**src/us2cal_pkg.sv**
```systemverilog
// Package for the seconds-to-calendar converter.
// Holds time constants, month length table and tdata field widths.
// No dependencies.
package us2cal_pkg;

  localparam int unsigned SECS_PER_DAY  = 24 * 60 * 60;
  localparam int unsigned SECS_PER_HOUR = 3600;
  localparam int unsigned SECS_PER_MIN  = 60;
  localparam int unsigned EPOCH_YEAR    = 1970;
  localparam int unsigned LEAP_YEAR_LEN = 366;
  localparam int unsigned YEAR_LEN      = 365;

  // epoch year residues
  localparam int unsigned EPOCH_MOD4   = 2;
  localparam int unsigned EPOCH_MOD100 = 70;
  localparam int unsigned EPOCH_MOD400 = 370;

  localparam int unsigned IN_W  = 32;
  localparam int unsigned OUT_W = 40;

  typedef logic [4:0] mlen_t;

  function automatic mlen_t month_len(input logic [3:0] m, input logic leap);
    mlen_t len;
    case (m)
      4'd0:    len = 5'd31;
      4'd1:    len = leap ? 5'd29 : 5'd28;
      4'd2:    len = 5'd31;
      4'd3:    len = 5'd30;
      4'd4:    len = 5'd31;
      4'd5:    len = 5'd30;
      4'd6:    len = 5'd31;
      4'd7:    len = 5'd31;
      4'd8:    len = 5'd30;
      4'd9:    len = 5'd31;
      4'd10:   len = 5'd30;
      default: len = 5'd31;
    endcase
    return len;
  endfunction

endpackage

```
**src/unix_seconds_to_calendar_core.sv**
```systemverilog
// Top level: unix seconds to Gregorian date and time of day.
// Uses us2cal_pkg for constants and the month length table.
//
// Usage:
//   Input channel in_*: one item is a 32-bit seconds count since
//   1970-01-01 00:00:00, local offset already applied.
//   Output channel out_*: one item per input, carrying day, month, year,
//   hour, minute and second.
//   One compare/subtract unit does all the work under a small sequencer:
//   16 restoring-division steps for days, 5 for hours, 6 for minutes,
//   then one step per whole year removed plus one, one step per whole
//   month removed plus one, and a load step into the output register.
//   in_tready is high only while idle, so a new item is accepted only
//   after the previous one has been loaded into the output register.
//   The finished item sits in an output register; if the receiver stalls,
//   the next item may still be accepted and computed, and then waits
//   until the register is taken.
//   Reset (rst_n low, synchronous) returns to idle and drops out_tvalid.
module unix_seconds_to_calendar_core
  import us2cal_pkg::*;
(
  input  logic             clk,
  input  logic             rst_n,
  input  logic             in_tvalid,
  output logic             in_tready,
  input  logic [IN_W-1:0]  in_tdata,   // [31:0] unix_seconds
  output logic             out_tvalid,
  input  logic             out_tready,
  output logic [OUT_W-1:0] out_tdata   // [4:0] day_of_month, [8:5] month_number,
                                       // [20:9] year_number, [25:21] hour_of_day,
                                       // [31:26] minute_of_hour,
                                       // [37:32] second_of_minute, [39:38] zero
);

  localparam logic [2:0] ST_IDLE = 3'd0;
  localparam logic [2:0] ST_DAY  = 3'd1;
  localparam logic [2:0] ST_HOUR = 3'd2;
  localparam logic [2:0] ST_MIN  = 3'd3;
  localparam logic [2:0] ST_YEAR = 3'd4;
  localparam logic [2:0] ST_MON  = 3'd5;
  localparam logic [2:0] ST_LOAD = 3'd6;

  logic [2:0]       state_r, state_nxt;
  logic [3:0]       k_r, k_nxt;
  logic [31:0]      rem_r, rem_nxt;
  logic [15:0]      q_r, q_nxt;
  logic [15:0]      days_r, days_nxt;
  logic [4:0]       hour_r, hour_nxt;
  logic [5:0]       min_r, min_nxt;
  logic [5:0]       sec_r, sec_nxt;
  logic [11:0]      year_r, year_nxt;
  logic [1:0]       mod4_r, mod4_nxt;
  logic [6:0]       mod100_r, mod100_nxt;
  logic [8:0]       mod400_r, mod400_nxt;
  logic [3:0]       mon_r, mon_nxt;
  logic [4:0]       dom_r, dom_nxt;
  logic             out_valid_r, out_valid_nxt;
  logic [OUT_W-1:0] out_data_r, out_data_nxt;

  logic [31:0] sub_op;
  logic [32:0] diff;
  logic        ge;
  logic        leap;
  logic [15:0] q_shift;

  assign leap    = (mod400_r == 9'd0) || ((mod4_r == 2'd0) && (mod100_r != 7'd0));
  assign q_shift = {q_r[14:0], ge};

  // operand select for the shared subtractor
  always_comb begin
    case (state_r)
      ST_DAY:  sub_op = 32'(SECS_PER_DAY) << k_r;
      ST_HOUR: sub_op = 32'(SECS_PER_HOUR) << k_r;
      ST_MIN:  sub_op = 32'(SECS_PER_MIN) << k_r;
      ST_YEAR: sub_op = leap ? 32'(LEAP_YEAR_LEN) : 32'(YEAR_LEN);
      ST_MON:  sub_op = {27'd0, month_len(mon_r, leap)};
      default: sub_op = 32'd0;
    endcase
  end

  assign diff = {1'b0, rem_r} - {1'b0, sub_op};
  assign ge   = ~diff[32];

  always_comb begin
    state_nxt     = state_r;
    k_nxt         = k_r;
    rem_nxt       = rem_r;
    q_nxt         = q_r;
    days_nxt      = days_r;
    hour_nxt      = hour_r;
    min_nxt       = min_r;
    sec_nxt       = sec_r;
    year_nxt      = year_r;
    mod4_nxt      = mod4_r;
    mod100_nxt    = mod100_r;
    mod400_nxt    = mod400_r;
    mon_nxt       = mon_r;
    dom_nxt       = dom_r;
    out_valid_nxt = out_valid_r;
    out_data_nxt  = out_data_r;

    if (out_valid_r && out_tready) begin
      out_valid_nxt = 1'b0;
    end

    case (state_r)
      ST_IDLE: begin
        if (in_tvalid) begin
          rem_nxt   = in_tdata;
          q_nxt     = 16'd0;
          k_nxt     = 4'd15;
          state_nxt = ST_DAY;
        end
      end
      ST_DAY, ST_HOUR, ST_MIN: begin
        if (ge) begin
          rem_nxt = diff[31:0];
        end
        q_nxt = q_shift;
        k_nxt = k_r - 4'd1;
        if (k_r == 4'd0) begin
          q_nxt = 16'd0;
          case (state_r)
            ST_DAY: begin
              days_nxt  = q_shift;
              k_nxt     = 4'd4;
              state_nxt = ST_HOUR;
            end
            ST_HOUR: begin
              hour_nxt  = q_shift[4:0];
              k_nxt     = 4'd5;
              state_nxt = ST_MIN;
            end
            default: begin
              min_nxt    = q_shift[5:0];
              sec_nxt    = ge ? diff[5:0] : rem_r[5:0];
              rem_nxt    = {16'd0, days_r};
              year_nxt   = 12'(EPOCH_YEAR);
              mod4_nxt   = 2'(EPOCH_MOD4);
              mod100_nxt = 7'(EPOCH_MOD100);
              mod400_nxt = 9'(EPOCH_MOD400);
              state_nxt  = ST_YEAR;
            end
          endcase
        end
      end
      ST_YEAR: begin
        if (ge) begin
          rem_nxt    = diff[31:0];
          year_nxt   = year_r + 12'd1;
          mod4_nxt   = mod4_r + 2'd1;
          mod100_nxt = (mod100_r == 7'd99) ? 7'd0 : mod100_r + 7'd1;
          mod400_nxt = (mod400_r == 9'd399) ? 9'd0 : mod400_r + 9'd1;
        end else begin
          mon_nxt   = 4'd0;
          state_nxt = ST_MON;
        end
      end
      ST_MON: begin
        if ((mon_r == 4'd11) || !ge) begin
          dom_nxt   = rem_r[4:0] + 5'd1;
          state_nxt = ST_LOAD;
        end else begin
          rem_nxt = diff[31:0];
          mon_nxt = mon_r + 4'd1;
        end
      end
      ST_LOAD: begin
        if (!out_valid_r || out_tready) begin
          out_valid_nxt = 1'b1;
          out_data_nxt  = {2'd0, sec_r, min_r, hour_r, year_r, mon_r + 4'd1, dom_r};
          state_nxt     = ST_IDLE;
        end
      end
      default: begin
        state_nxt = ST_IDLE;
      end
    endcase
  end

  always_ff @(posedge clk) begin
    if (!rst_n) begin
      state_r     <= ST_IDLE;
      out_valid_r <= 1'b0;
      k_r         <= 4'd0;
    end else begin
      state_r     <= state_nxt;
      out_valid_r <= out_valid_nxt;
      k_r         <= k_nxt;
    end
  end

  always_ff @(posedge clk) begin
    rem_r      <= rem_nxt;
    q_r        <= q_nxt;
    days_r     <= days_nxt;
    hour_r     <= hour_nxt;
    min_r      <= min_nxt;
    sec_r      <= sec_nxt;
    year_r     <= year_nxt;
    mod4_r     <= mod4_nxt;
    mod100_r   <= mod100_nxt;
    mod400_r   <= mod400_nxt;
    mon_r      <= mon_nxt;
    dom_r      <= dom_nxt;
    out_data_r <= out_data_nxt;
  end

  assign in_tready  = (state_r == ST_IDLE);
  assign out_tvalid = out_valid_r;
  assign out_tdata  = out_data_r;

  a_accept_starts: assert property (@(posedge clk) disable iff (!rst_n)
    in_tvalid && in_tready |=> state_r == ST_DAY)
    else $error("accepted item did not start day division");

  a_mon_range: assert property (@(posedge clk) disable iff (!rst_n)
    state_r == ST_MON |-> mon_r <= 4'd11)
    else $error("month index out of range");

  a_out_range: assert property (@(posedge clk) disable iff (!rst_n)
    out_valid_r |-> out_data_r[4:0] != 5'd0 && out_data_r[8:5] != 4'd0
                    && out_data_r[8:5] <= 4'd12 && out_data_r[20:9] >= 12'(EPOCH_YEAR)
                    && out_data_r[25:21] <= 5'd23)
    else $error("result field out of range");

  a_hold_result: assert property (@(posedge clk) disable iff (!rst_n)
    out_valid_r && !out_tready |=> out_valid_r && $stable(out_data_r))
    else $error("pending result changed before it was taken");

  a_tod_bound: assert property (@(posedge clk) disable iff (!rst_n)
    state_r == ST_HOUR && k_r == 4'd4 |-> rem_r < 32'(SECS_PER_DAY))
    else $error("time of day not below one day");

endmodule
```
**config.mk**
```make
export PLATFORM = sky130hd
export DESIGN_NAME = unix_seconds_to_calendar_core
export DESIGN_NICKNAME = d
export VERILOG_FILES = /design/src/us2cal_pkg.sv /design/src/unix_seconds_to_calendar_core.sv
export SDC_FILE = /design/constraint.sdc
export NUM_CORES = 1
export LEC_CHECK = 0
export BUFFER_PORTS_ARGS = -buffer_cell sky130_fd_sc_hd__buf_2
export CORE_UTILIZATION = 60
export CTS_BUF_LIST = sky130_fd_sc_hd__clkbuf_4 sky130_fd_sc_hd__clkbuf_8
export CTS_CLUSTER_SIZE = 25
export DETAILED_ROUTE_END_ITERATION = 6
export GPL_TIMING_DRIVEN = 0
export HOLD_SLACK_MARGIN = 0.1
export PLACE_DENSITY = 0.8
export SKIP_CTS_REPAIR_TIMING = 1
export SYNTH_ARGS = -nofsm -noshare
export SYNTH_HDL_FRONTEND = slang
export SYNTH_SLANG_ARGS = --single-unit
```
**constraint.sdc**
```tcl
create_clock -name clk -period 13.32 [get_ports clk]
set_input_delay 1.332 -clock clk [delete_from_list [all_inputs] [get_ports clk]]
set_output_delay 1.332 -clock clk [all_outputs]
set_load 0.01 [all_outputs]
```
==> results of run 1 <==
[cells in the final DEF, fill, tap and decap left out, types with 7 or more instances in the layout]
cell type                  count
sky130_fd_sc_hd__edfxtp_1    157
sky130_fd_sc_hd__a31oi_1      13
sky130_fd_sc_hd__o21ai_0      52
sky130_fd_sc_hd__nor2b_1      11
sky130_fd_sc_hd__a222oi_1     14
sky130_fd_sc_hd__nor2_1       77
sky130_fd_sc_hd__nor3_1       13
sky130_fd_sc_hd__buf_2        82
sky130_fd_sc_hd__and2_1       20
sky130_fd_sc_hd__a211oi_1      9
sky130_fd_sc_hd__dfxtp_1       8
sky130_fd_sc_hd__nand3_1      34
sky130_fd_sc_hd__xor2_1       24
sky130_fd_sc_hd__inv_1        29
sky130_fd_sc_hd__buf_1         7
sky130_fd_sc_hd__clkbuf_1     42
sky130_fd_sc_hd__nand2_1      95
sky130_fd_sc_hd__inv_8         7
sky130_fd_sc_hd__nand4_1      11
sky130_fd_sc_hd__ha_1         45
sky130_fd_sc_hd__clkbuf_8     17
sky130_fd_sc_hd__xnor2_1      30
sky130_fd_sc_hd__a21oi_1      64
sky130_fd_sc_hd__a22oi_1      15
sky130_fd_sc_hd__o211ai_1      8
sky130_fd_sc_hd__a21o_1       15
sky130_fd_sc_hd__and3_1       18
sky130_fd_sc_hd__mux2i_1      11
sky130_fd_sc_hd__o21ai_1      21
[per-stage QoR]
| step | power (W) | util [%] | instances | hold WS (ns) | area (um2) |
|---|---|---|---|---|---|
| finish | 0.003038 | 69.15 | 1303 | 0.4285 | 11100 |
| floorplan | 0.002116 | - | 978 | 0.4003 | 9953 |
| global placement | 0.002548 | 66.00 | 1269 | 0.4012 | 10600 |
| global route | 0.003221 | 69.15 | 1303 | 0.4367 | 11100 |
| detailed placement | 0.002592 | 66.42 | 1271 | 0.4045 | 10670 |
| CTS | 0.002994 | 69.14 | 1303 | 0.4302 | 11100 |
[worst min path at each step]
stage                           from                 endpoint  slack (ns)  cells after the start
2_1_floorplan  q_r[14]$_SDFFCE_PN0P_     days_r[15]$_DFFE_PP_        0.40                      0
3_3_place_gp     hour_r[3]$_DFFE_PP_  out_tdata[24]$_DFFE_PP_        0.40                      0
3_5_place_dp      min_r[4]$_DFFE_PP_  out_tdata[30]$_DFFE_PP_        0.40                      0
4_1_cts           dom_r[4]$_DFFE_PP_   out_tdata[4]$_DFFE_PP_        0.43                      0
5_1_grt           min_r[5]$_DFFE_PP_  out_tdata[31]$_DFFE_PP_        0.44                      0
6_report          sec_r[3]$_DFFE_PP_  out_tdata[35]$_DFFE_PP_        0.43                      0
[where the power goes]
group | total [W] | switching, W | internal, W
clock network | 0.000391 | 0.000227 | 0.000165
registers | 0.000813 | 0.0000726 | 0.000740
logic | 0.00183 | 0.00118 | 0.000656
[synth_stat cells (all sizes together) (4+ instances only)]
library cell | instances | area share [%]
a22oi | 15 | 1.1
inv | 31 | 1.2
a32oi | 5 | 0.52
a21oi | 66 | 3.5
mux2i | 11 | 1.1
a211oi | 9 | 0.68
o21a | 6 | 0.45
dfxtp | 8 | 1.6
nor2 | 81 | 3.2
xnor2 | 30 | 2.6
a222oi | 14 | 1.4
nand3 | 34 | 1.7
a221oi | 6 | 0.53
o22ai | 7 | 0.44
a21o | 15 | 1.1
nand4 | 11 | 0.69
clkbuf | 42 | 1.6
o21bai | 6 | 0.45
mux2 | 5 | 0.57
a31oi | 14 | 0.94
edfxtp | 157 | 47
xor2 | 24 | 2.1
and3 | 18 | 1.1
o21ai | 73 | 3.7
nor2b | 12 | 0.75
nor3 | 14 | 0.75
nand2b | 6 | 0.38
a221o | 5 | 0.50
o211ai | 8 | 0.60
ha | 45 | 5.7
buf | 19 | 1.1
a21boi | 4 | 0.30
and2 | 20 | 1.3
nand2 | 95 | 3.6
o31ai | 5 | 0.38
[cells by family after synthesis]
family / share of synthesized area, %
AO/OA/AOI/OAI: 19.93
XOR/XNOR: 4.753
adder cells (fa/ha/maj): 5.961
buffers and inverters: 4.011
flip-flops: 48.99
multiplexers: 1.673
other: 0.03769
AND/OR/NAND/NOR: 14.64
[state kept, by name (all words and copies together) (netlist names), 2 cells and up]
register,flops
days_r,16
min_r,6
state_r,3
year_r,12
mod4_r,2
out_tdata,38
dom_r,5
mon_r,4
q_r,15
k_r,4
hour_r,5
rem_r,32
mod400_r,9
mod100_r,7
sec_r,6
[layer usage]
metal,vias up,wire (um)
met5,-,0
met4,0,773
met3,76,2344
met2,476,12790
met1,3999,10930
li1,3884,-
[layout make-up]
type,count,area share (%)
Tap cell,216,2.434
Sequential cell,165,43.90
Clock buffer,17,2.107
Clock inverter,15,1.825
Multi-Input combinational cell,719,42.38
Timing Repair Buffer,77,3.763
Buffer,61,2.411
Inverter,33,1.183
==> PnR_summary.wiki, run 1 <==
{| class="wikitable"
! Metric !! Value
|-
| Critical path startpoint category || register
|-
| Number of vias per cell || 6.474
|-
| Syn_area_per_cell || 10.18 um2
|-
| Path length in cells of the critical path || 17
|-
| I/O pin cnt || 78
|-
| Final critical-path share of the clock period || 44.88%
|-
| Starting Density || 61.96%
|-
| Setup-failing EPs final || 0
|-
| Synthesized instance count || 977
|-
| Slew @ Worst Pin || 1.274 ns
|-
| Detailed-router iteration count before antenna repair || 6
|-
| Timing endpoint of the critical path || year_r[6]$_SDFFCE_PN0P_
|-
| Wire length per cell || 20.59 um
|-
| Reg area || 4875 um2
|-
| Max Fanout on Critical Path || 30
|-
| Clk sink count || 165
|-
| Area of the multi-input gates || 4706 um2
|-
| Clock period minus worst slack || 5.978 ns
|-
| Global-route usage over all layers || 32.84%
|-
| Peak supply drop || 0.2231 mV
|-
| Max-capacitance violation count || 0
|-
| Core Rows || 46
|-
| Run status || finished, final reports clean
|-
| Net count of the finished layout || 1156
|-
| P per Cell Area || 273.6 nW/um2
|-
| Worst path max stage delay || 0.98 ns
|-
| Area of the core region || 16060 um2
|-
| Total detailed-routing wirelength || 26830 um
|-
| Master of the slowest instance on the critical path || sky130_fd_sc_hd__a21o_1
|-
| Capturing point of the worst reg2reg path || year_r[6]$_SDFFCE_PN0P_
|-
| Number of antenna violations at the first check in global routing || 0
|-
| Path depth of the worst reg2reg path || 17
|-
| Die Y-Extent || 130.8 um
|-
| Maximum number of pins on one net before global-route repair || 39
|-
| Gr ovfl total || 0
|-
| Number of endpoints with negative hold slack in the final report || 0
|-
| Worst path most repeated cell || sky130_fd_sc_hd__clkbuf_1
|-
| Routability Congestion || 0.9829
|-
| Post-layout worst setup margin || 7.342 ns
|-
| Static power due to leakage || 4.077 nW
|-
| Worst slack, placed || 7.486 ns
|-
| Count of fill cells added during filler insertion || 1219
|-
| Worst slew margin || 15.08%
|-
| Worst Path Class, Setup || register to register
|-
| DPL Wire Length || 19460 um
|-
| GR Layer Usage met3 || 5.700%
|-
| Clk root buf || sky130_fd_sc_hd__clkbuf_8
|-
| Fraction of layout instances using a drive strength above 1 || 13.34%
|-
| Max-slew violation total from the final report || 0
|-
| First-iteration detailed-routing DRC count || 1000
|-
| Global route hottest layer || met2
|-
| Synthesized cell area || 9950 um2
|-
| Worst endpoint data arrival time || 6.06 ns
|-
| Combined buffer and inverter count along the critical path || 7
|-
| Setup repair after global routing missed its margin || false
|-
| Maximum level of the CTS H-tree || 4
|-
| Share of async-settable or async-resettable flops after synthesis || 0%
|-
| TNS Setup || 0 ns
|-
| Library cells used by synthesis || 85
|-
| YS warnings || 0
|-
| Reg2reg setup slack || 7.34 ns
|-
| Proportion of synthesized chip area in sequential cells || 48.99%
|-
| First-pass GRT wire length || 41790 um
|-
| Timing-limited maximum frequency || 167.3 MHz
|-
| TritonCTS clock tree || yes
|-
| Clk slew on worst S/H paths || 0.11 ns
|-
| Count of flip-flops with a built-in enable after synthesis || 157
|-
| Kind of end point of the critical path || register
|-
| Number of design rule violations left after detail routing || 0
|-
| R2R Path Start || state_r[0]$_SDFFE_PN0P_
|-
| Clk buf depth || 2
|-
| Antenna cells || 0
|-
| CP Cell Sequence || clkbuf_1 > clkbuf_1 > clkbuf_1 > clkbuf_1 > mux2i_1 > nor2_1 > ha_1 > inv_1 > fa_1 > a211oi_1 > o21ai_1 > o21ai_1 > a311oi_2 > nor2_4 > inv_8 > buf_8 > a21o_1
|-
| Met1 GRT Util || 42.68%
|-
| Number of global-route vias before repair || 7918
|-
| Met2 usage || 55.12%
|-
| Width of the die || 130.8 um
|-
| Clock Skew || 0.01367 ns
|-
| Classification of the worst-slack hold path || register to register
|-
| Critical path launch point || state_r[0]$_SDFFE_PN0P_
|-
| Antenna-violating nets left || 0
|-
| Number of synthesized register bits || 165
|-
| CP delay by family, top || buffers and inverters
|-
| Count of buffers inserted at the top-level ports || 75
|-
| Required time at the endpoint of the critical path || 13.41 ns
|-
| Dominant register cell in the synthesized netlist || sky130_fd_sc_hd__edfxtp_1
|-
| Floorplan die area || 17100 um2
|-
| Clock insertion delay at the later pin of the skew report || 0.47 ns
|-
| Layout area overhead || 11.61%
|-
| Via count of the routed design || 8435
|-
| Number of clock buffers inserted by TritonCTS || 17
|}
Note: power is estimated with default switching activity, not from simulation.
==> run 2: changes to the inputs <==
==> constraint.sdc (replaced) <==
create_clock -name clk -period 5.8 [get_ports clk]
set_input_delay 0.58 -clock clk [delete_from_list [all_inputs] [get_ports clk]]
set_output_delay 0.58 -clock clk [all_outputs]
set_load 0.01 [all_outputs]
==> PnR_summary.wiki, run 2 (synthesized netlist as in run 1, its figures left out) <==
{| class="wikitable"
! Metric !! Value
|-
| Routability Congestion || 0.9829 (unchanged)
|-
| Hold_ws || 0.4082 ns (-0.02027 ns)
|-
| Clk root buf || sky130_fd_sc_hd__clkbuf_8
|-
| Met1 GRT Util || 42.68% (unchanged)
|-
| Global-route usage over all layers || 32.84% (unchanged)
|-
| Slew @ Worst Pin || 1.215 ns (-0.05885 ns)
|-
| Maximum number of pins on one net before global-route repair || 39 (unchanged)
|-
| Combinational Power Share || 60.4% (about the same)
|-
| TritonCTS clock tree || yes
|-
| Wire length per cell || 20.60 um (about the same)
|-
| Clk slew on worst S/H paths || 0.11 ns (about the same)
|-
| Static power due to leakage || 4.087 nW (+0.25%)
|-
| Clock share of power || 12.9% (about the same)
|-
| I/O pin cnt || 78 (unchanged)
|-
| Critical path startpoint category || register
|-
| GR Layer Usage met3 || 5.700% (unchanged)
|-
| Reg area || 4875 um2 (unchanged)
|-
| Highest-count cells in the layout ignoring fill and taps || sky130_fd_sc_hd__edfxtp_1 (157), sky130_fd_sc_hd__nand2_1 (95), sky130_fd_sc_hd__buf_2 (82)
|-
| Post-layout worst setup margin || 0.3241 ns (-7.018 ns)
|-
| Antenna-violating nets left || 0 (unchanged)
|-
| Worst slew margin || 19.01% (+3.9 points)
|-
| Width of the die || 130.8 um (unchanged)
|-
| Number of design rule violations left after detail routing || 0 (unchanged)
|-
| Number of global-route vias before repair || 7918 (unchanged)
|-
| Detailed-router iteration count before antenna repair || 6 (unchanged)
|-
| Fraction of layout instances using a drive strength above 1 || 13.60% (+0.26 points)
|-
| Clock insertion delay at the later pin of the skew report || 0.47 ns (about the same)
|-
| Area of the core region || 16060 um2 (unchanged)
|-
| Final critical-path share of the clock period || 94.41% (+50 points)
|-
| Setup-failing EPs final || 0 (unchanged)
|-
| Met2 usage || 55.12% (unchanged)
|-
| Count of fill cells added during filler insertion || 1212 (-0.57%)
|-
| Number of vias per cell || 6.515 (+0.63%)
|-
| Net count of the finished layout || 1157 (+0.087%)
|-
| Number of clock buffers inserted by TritonCTS || 17 (unchanged)
|-
| Worst slack, placed || -0.03398 ns (-7.520 ns)
|-
| Starting Density || 61.96% (unchanged)
|-
| P per Cell Area || 628.1 nW/um2 (+130%)
|-
| First-iteration detailed-routing DRC count || 1012 (+1.2%)
|-
| Antenna cells || 0 (unchanged)
|-
| Gr ovfl total || 0 (unchanged)
|-
| Core Rows || 46 (unchanged)
|-
| Max-slew violation total from the final report || 0 (unchanged)
|-
| Max-capacitance violation count || 0 (unchanged)
|-
| Timing-limited maximum frequency || 182.6 MHz (+9.2%)
|-
| Maximum level of the CTS H-tree || 4 (unchanged)
|-
| Cell internal pwr || 0.003594 W (+130%)
|-
| Clock Skew || 0.01544 ns (+0.001772 ns)
|-
| Count of buffers inserted at the top-level ports || 75 (unchanged)
|-
| Path depth of the worst reg2reg path || 17 (unchanged)
|-
| Number of flip-flops under the largest register name || 38 (unchanged)
|-
| Floorplan die area || 17100 um2 (unchanged)
|-
| Worst endpoint data arrival time || 5.66 ns (-0.40 ns)
|-
| Kind of end point of the critical path || register
|-
| Total detailed-routing wirelength || 26870 um (+0.13%)
|-
| DPL Wire Length || 19460 um (unchanged)
|-
| Required time at the endpoint of the critical path || 5.98 ns (-7.43 ns)
|-
| Leading cell type in the layout, fill and taps excluded || sky130_fd_sc_hd__edfxtp_1
|-
| Peak supply drop || 0.5124 mV (+130%)
|-
| Switching share of total power || 48.60% (about the same)
|-
| Reg2reg setup slack || 0.32 ns (-7.02 ns)
|-
| Clk buf depth || 2 (unchanged)
|-
| Cell depth of the worst hold path || 3 (+3)
|-
| Clock period minus worst slack || 5.476 ns (-0.5017 ns)
|-
| Switching power summed over all nets || 0.003399 W (+130%)
|-
| Layout area overhead || 11.90%
|-
| Clk sink count || 165 (unchanged)
|-
| First-pass GRT wire length || 41790 um (unchanged)
|-
| Global route hottest layer || met2
|-
| Max Fanout on Critical Path || 19 (-37%)
|-
| Via count of the routed design || 8495 (+0.71%)
|-
| Setup repair after global routing missed its margin || false
|-
| Run status || finished, final reports clean
|-
| Die Y-Extent || 130.8 um (unchanged)
|-
| Area of the multi-input gates || 4713 um2 (+0.16%)
|-
| Worst Path Class, Setup || register to register
|-
| Number of antenna violations at the first check in global routing || 0 (unchanged)
|-
| Classification of the worst-slack hold path || input port to register
|-
| Power share of the sequential group || 26.7% (about the same)
|-
| Number of endpoints with negative hold slack in the final report || 0 (unchanged)
|}
run 2: cell types whose count changed in the layout (fill, tap and decap cells not counted), sizes merged:
| cell | before | now |
|---|---|---|
| buf | 96 | 97 |
run 2: path summary, 6_finish.rpt:
kind,from,end
worst max register to register,state_r[2]$_SDFFE_PN0P_,rem_r[28]$_DFFE_PP_
worst min register to register,min_r[4]$_DFFE_PP_,out_tdata[30]$_DFFE_PP_
worst min-delay path,in_tdata[18],rem_r[18]$_DFFE_PP_
worst max-delay path,state_r[2]$_SDFFE_PN0P_,rem_r[28]$_DFFE_PP_
run 2: layer usage:
| layer | share of wire (%) | up-vias |
|---|---|---|
| met5 | 0 | - |
| met1 | 41 | 4040 |
| met2 | 47 | 491 |
| li1 | - | 3885 |
| met3 | 8.9 | 79 |
| met4 | 3.1 | 0 |
run 2: critical path, cell delays in order, from the launching register on:
cell and delay, ns:
sky130_fd_sc_hd__dfxtp_1 0.32, sky130_fd_sc_hd__clkbuf_1 0.33, sky130_fd_sc_hd__nand2b_1 0.16, sky130_fd_sc_hd__clkbuf_1 0.25, sky130_fd_sc_hd__clkbuf_1 0.43, sky130_fd_sc_hd__clkbuf_1 0.49
sky130_fd_sc_hd__o21ai_0 0.20, sky130_fd_sc_hd__o21ai_0 0.45, sky130_fd_sc_hd__ha_1 0.31, sky130_fd_sc_hd__nand4_1 0.15, sky130_fd_sc_hd__a2111oi_0 0.41, sky130_fd_sc_hd__o21ai_1 0.19
sky130_fd_sc_hd__a311oi_2 0.40, sky130_fd_sc_hd__nor2_4 0.17, sky130_fd_sc_hd__a31oi_2 0.33, sky130_fd_sc_hd__nor2b_1 0.13, sky130_fd_sc_hd__o22ai_4 0.24, sky130_fd_sc_hd__buf_16 0.21
run 2: cell type report:
cell class,instances,share of cell area (%)
clock inverters,15,1.821
inverters,33,1.180
clock buffers,17,2.102
multi-input cells,719,42.34
well taps,216,2.428
plain buffers,61,2.416
flip-flops and latches,165,43.79
repair buffers,78,3.933
run 2: per-stage QoR:
stage	TNS [ns]	utilization (%)	std cells	power [W]	cell area, um2
after floorplan	0	-	978	0.004861	9953
after global placement	-53.62	66.00	1269	0.005851	10600
after detailed placement	-0.9674	66.42	1271	0.005953	10670
after CTS	-2.384	69.14	1303	0.006876	11100
after global routing	0	69.33	1304	0.007412	11130
final	0	69.33	1304	0.006993	11130
run 2: power groups by stage:
stage	Clock [W]	Combinational, W	Sequential, W
3_5_place_dp	0	0.00407	0.00189
5_1_grt	0.000954	0.00457	0.00189
2_1_floorplan	0	0.00304	0.00182
3_3_place_gp	0	0.00397	0.00189
6_report	0.000902	0.00423	0.00187
4_1_cts	0.000910	0.00411	0.00186
==> run 3: changes to the inputs <==
--- a/config.mk
+++ b/config.mk
@@ -12,7 +12,7 @@
 export DETAILED_ROUTE_END_ITERATION = 6
 export GPL_TIMING_DRIVEN = 0
 export HOLD_SLACK_MARGIN = 0.1
-export PLACE_DENSITY = 0.8
+export PLACE_DENSITY = 0.81
 export SKIP_CTS_REPAIR_TIMING = 1
 export SYNTH_ARGS = -nofsm -noshare
 export SYNTH_HDL_FRONTEND = slang
==> PnR_summary.wiki, run 3 (synthesized netlist as in run 1, its figures left out) <==
{| class="wikitable"
! Metric !! Value
|-
| Placed Cells incl. Taps || 1271 (unchanged)
|-
| Required time at the endpoint of the critical path || 5.96 ns (-0.02 ns)
|-
| Routability Congestion || 0.9750 (-0.80%)
|-
| Antenna-violating nets left || 0 (unchanged)
|-
| Maximum level of the CTS H-tree || 4 (unchanged)
|-
| Max-slew violation total from the final report || 0 (unchanged)
|-
| Master of the slowest instance on the critical path || sky130_fd_sc_hd__fa_1
|-
| Clk slew on worst S/H paths || 0.11 ns (about the same)
|-
| Final cell utilization of the core || 69.36% (about the same)
|-
| Number of global-route vias before repair || 7677 (-3.0%)
|-
| First-iteration detailed-routing DRC count || 1181 (+17%)
|-
| Layout area overhead || 11.95% (about the same)
|-
| Clock period minus worst slack || 5.407 ns (-0.06858 ns)
|-
| R2R Path Start || state_r[0]$_SDFFE_PN0P_
|-
| Gr ovfl total || 0 (unchanged)
|-
| Post-route insts no fill || 1304 (unchanged)
|-
| CP delay by family, top || buffers and inverters
|-
| Critical path startpoint category || register
|-
| Number of flip-flops under the largest register name || 38 (unchanged)
|-
| TritonCTS clock tree || yes
|-
| Worst endpoint data arrival time || 5.56 ns (-0.10 ns)
|-
| Worst Hold End || rem_r[26]$_DFFE_PP_
|-
| Number of design rule violations left after detail routing || 0 (unchanged)
|-
| Capturing point of the worst reg2reg path || mon_r[2]$_SDFFCE_PN0P_
|-
| Power share of the sequential group || 26.7% (about the same)
|-
| Clock Skew || 0.01872 ns (+0.003282 ns)
|-
| Switching share of total power || 48.57% (about the same)
|-
| Starting Density || 61.96% (unchanged)
|-
| Worst slew margin || 13.66% (-5.3 points)
|-
| Max-capacitance violation count || 0 (unchanged)
|-
| DPL Wire Length || 19240 um (-1.1%)
|-
| Path depth of the worst reg2reg path || 18 (+1)
|-
| Switching power summed over all nets || 0.003392 W (-0.19%)
|-
| Floorplan die area || 17100 um2 (unchanged)
|-
| Worst Path Class, Setup || register to register
|-
| Highest-count cells in the layout ignoring fill and taps || sky130_fd_sc_hd__edfxtp_1 (157), sky130_fd_sc_hd__nand2_1 (95), sky130_fd_sc_hd__buf_2 (82)
|-
| Maximum number of pins on one net before global-route repair || 39 (unchanged)
|-
| Detailed-router iteration count before antenna repair || 6 (unchanged)
|-
| Area of the multi-input gates || 4713 um2 (unchanged)
|-
| Number of vias per cell || 6.409 (-1.6%)
|-
| Max Fanout on Critical Path || 10 (-9)
|-
| Clock share of power || 12.9% (about the same)
|-
| Cell internal pwr || 0.003592 W (about the same)
|-
| Clk buf depth || 2 (unchanged)
|-
| Kind of end point of the critical path || register
|-
| Number of antenna violations at the first check in global routing || 0 (unchanged)
|-
| Total detailed-routing wirelength || 26700 um (-0.62%)
|-
| Count of fill cells added during filler insertion || 1212 (unchanged)
|-
| CP Cell Sequence || clkbuf_1 > clkbuf_1 > clkbuf_2 > clkbuf_1 > mux2i_1 > nor2_1 > ha_1 > inv_1 > fa_1 > a211oi_1 > o21ai_1 > o21ai_1 > a311oi_2 > nor2_4 > inv_8 > nor2_1 > a21oi_1 > nor2_1
|-
| Slew @ Worst Pin || 1.295 ns (+0.08017 ns)
|-
| Number of endpoints with negative hold slack in the final report || 0 (unchanged)
|-
| Reg area || 4875 um2 (unchanged)
|-
| Peak supply drop || 0.5058 mV (-1.3%)
|-
| I/O pin cnt || 78 (unchanged)
|-
| First-pass GRT wire length || 41530 um (-0.61%)
|-
| Run status || finished, final reports clean
|-
| Static power due to leakage || 4.093 nW (+0.14%)
|-
| Final critical-path share of the clock period || 93.23% (-1.2 points)
|-
| Setup-failing EPs final || 0 (unchanged)
|-
| Classification of the worst-slack hold path || input port to register
|-
| Combined buffer and inverter count along the critical path || 6 (+1)
|-
| P per Cell Area || 627.1 nW/um2 (-0.16%)
|-
| Setup repair after global routing missed its margin || false
|-
| Worst path max stage delay || 0.42 ns (-0.07 ns)
|-
| Number of clock buffers inserted by TritonCTS || 17 (unchanged)
|-
| Clk root buf || sky130_fd_sc_hd__clkbuf_8
|-
| Area of the core region || 16060 um2 (unchanged)
|-
| Die Y-Extent || 130.8 um (unchanged)
|-
| Width of the die || 130.8 um (unchanged)
|-
| Core Rows || 46 (unchanged)
|-
| Combinational Power Share || 60.3% (about the same)
|-
| Timing-limited maximum frequency || 184.9 MHz (+1.3%)
|-
| Net count of the finished layout || 1157 (unchanged)
|-
| Count of buffers inserted at the top-level ports || 75 (unchanged)
|-
| Reg2reg setup slack || 0.39 ns (+0.07 ns)
|-
| Antenna cells || 0 (unchanged)
|-
| Min-delay src || in_tdata[26]
|-
| Fraction of layout instances using a drive strength above 1 || 13.69% (+0.092 points)
|-
| Wire length per cell || 20.47 um (-0.62%)
|-
| Leading cell type in the layout, fill and taps excluded || sky130_fd_sc_hd__edfxtp_1
|-
| Clock insertion delay at the later pin of the skew report || 0.49 ns (+0.02 ns)
|-
| Via count of the routed design || 8357 (-1.6%)
|-
| Clk sink count || 165 (unchanged)
|-
| Global-route usage over all layers || 32.48% (-0.36 points)
|-
| Cell depth of the worst hold path || 3 (unchanged)
|}
[run 3: per-stage QoR]
step           setup slack (ns)  instance area (um2)  setup TNS, ns  power, W  hold WS, ns
6_report                 0.3927                11140              0  0.006985       0.3924
5_1_grt                 0.03366                11140              0  0.007402       0.3790
4_1_cts                -0.03363                11110        -0.6864  0.006847       0.3761
3_5_place_dp            0.03127                10670              0  0.005925       0.4045
3_3_place_gp             -1.644                10600         -52.50  0.005839       0.4029
2_1_floorplan            0.3925                 9953              0  0.004861       0.4003
[run 3: area by class of cell]
type,instances,share of cell area [%]
Clock inverter,15,1.854
Multi-Input combinational cell,719,42.32
Buffer,61,2.426
Timing Repair Buffer,78,3.932
Tap cell,216,2.426
Inverter,33,1.180
Sequential cell,165,43.77
Clock buffer,17,2.101
[run 3: power by group through the flow]
stage                     Clock [W]  Sequential [W]  Combinational, W
final                      0.000904         0.00187           0.00422
after global routing       0.000956         0.00189           0.00456
after CTS                  0.000910         0.00186           0.00408
after detailed placement          0         0.00189           0.00404
after global placement            0         0.00188           0.00395
after floorplan                   0         0.00182           0.00304
[run 3: worst max-delay path by stage]
stage | depth (start not counted) | from | slack [ns] | to
after floorplan | 19 | state_r[2]$_SDFFE_PN0P_ | 0.39 | rem_r[0]$_DFFE_PP_
after global placement | 16 | state_r[2]$_SDFFE_PN0P_ | -1.64 | rem_r[28]$_DFFE_PP_
after detailed placement | 17 | state_r[0]$_SDFFE_PN0P_ | 0.03 | year_r[10]$_SDFFCE_PN1P_
after CTS | 17 | state_r[0]$_SDFFE_PN0P_ | -0.03 | year_r[4]$_SDFFCE_PN1P_
after global routing | 17 | state_r[2]$_SDFFE_PN0P_ | 0.03 | rem_r[13]$_DFFE_PP_
final | 18 | state_r[0]$_SDFFE_PN0P_ | 0.39 | mon_r[2]$_SDFFCE_PN0P_
[run 3: worst min-delay path: stages]
cell and delay (ns):
sky130_fd_sc_hd__buf_2 0.09, sky130_fd_sc_hd__a32oi_1 0.05, sky130_fd_sc_hd__nand2_1 0.06
[run 3: per-layer routing]
metal / part of all wire [%] / vias up / track usage (%)
met1: 42 / 3923 / 44.36
met4: 3.3 / 0 / 13.39
li1: - / 3883 / -
met3: 8.6 / 74 / 5.456
met2: 46 / 477 / 51.54
met5: 0 / - / 0
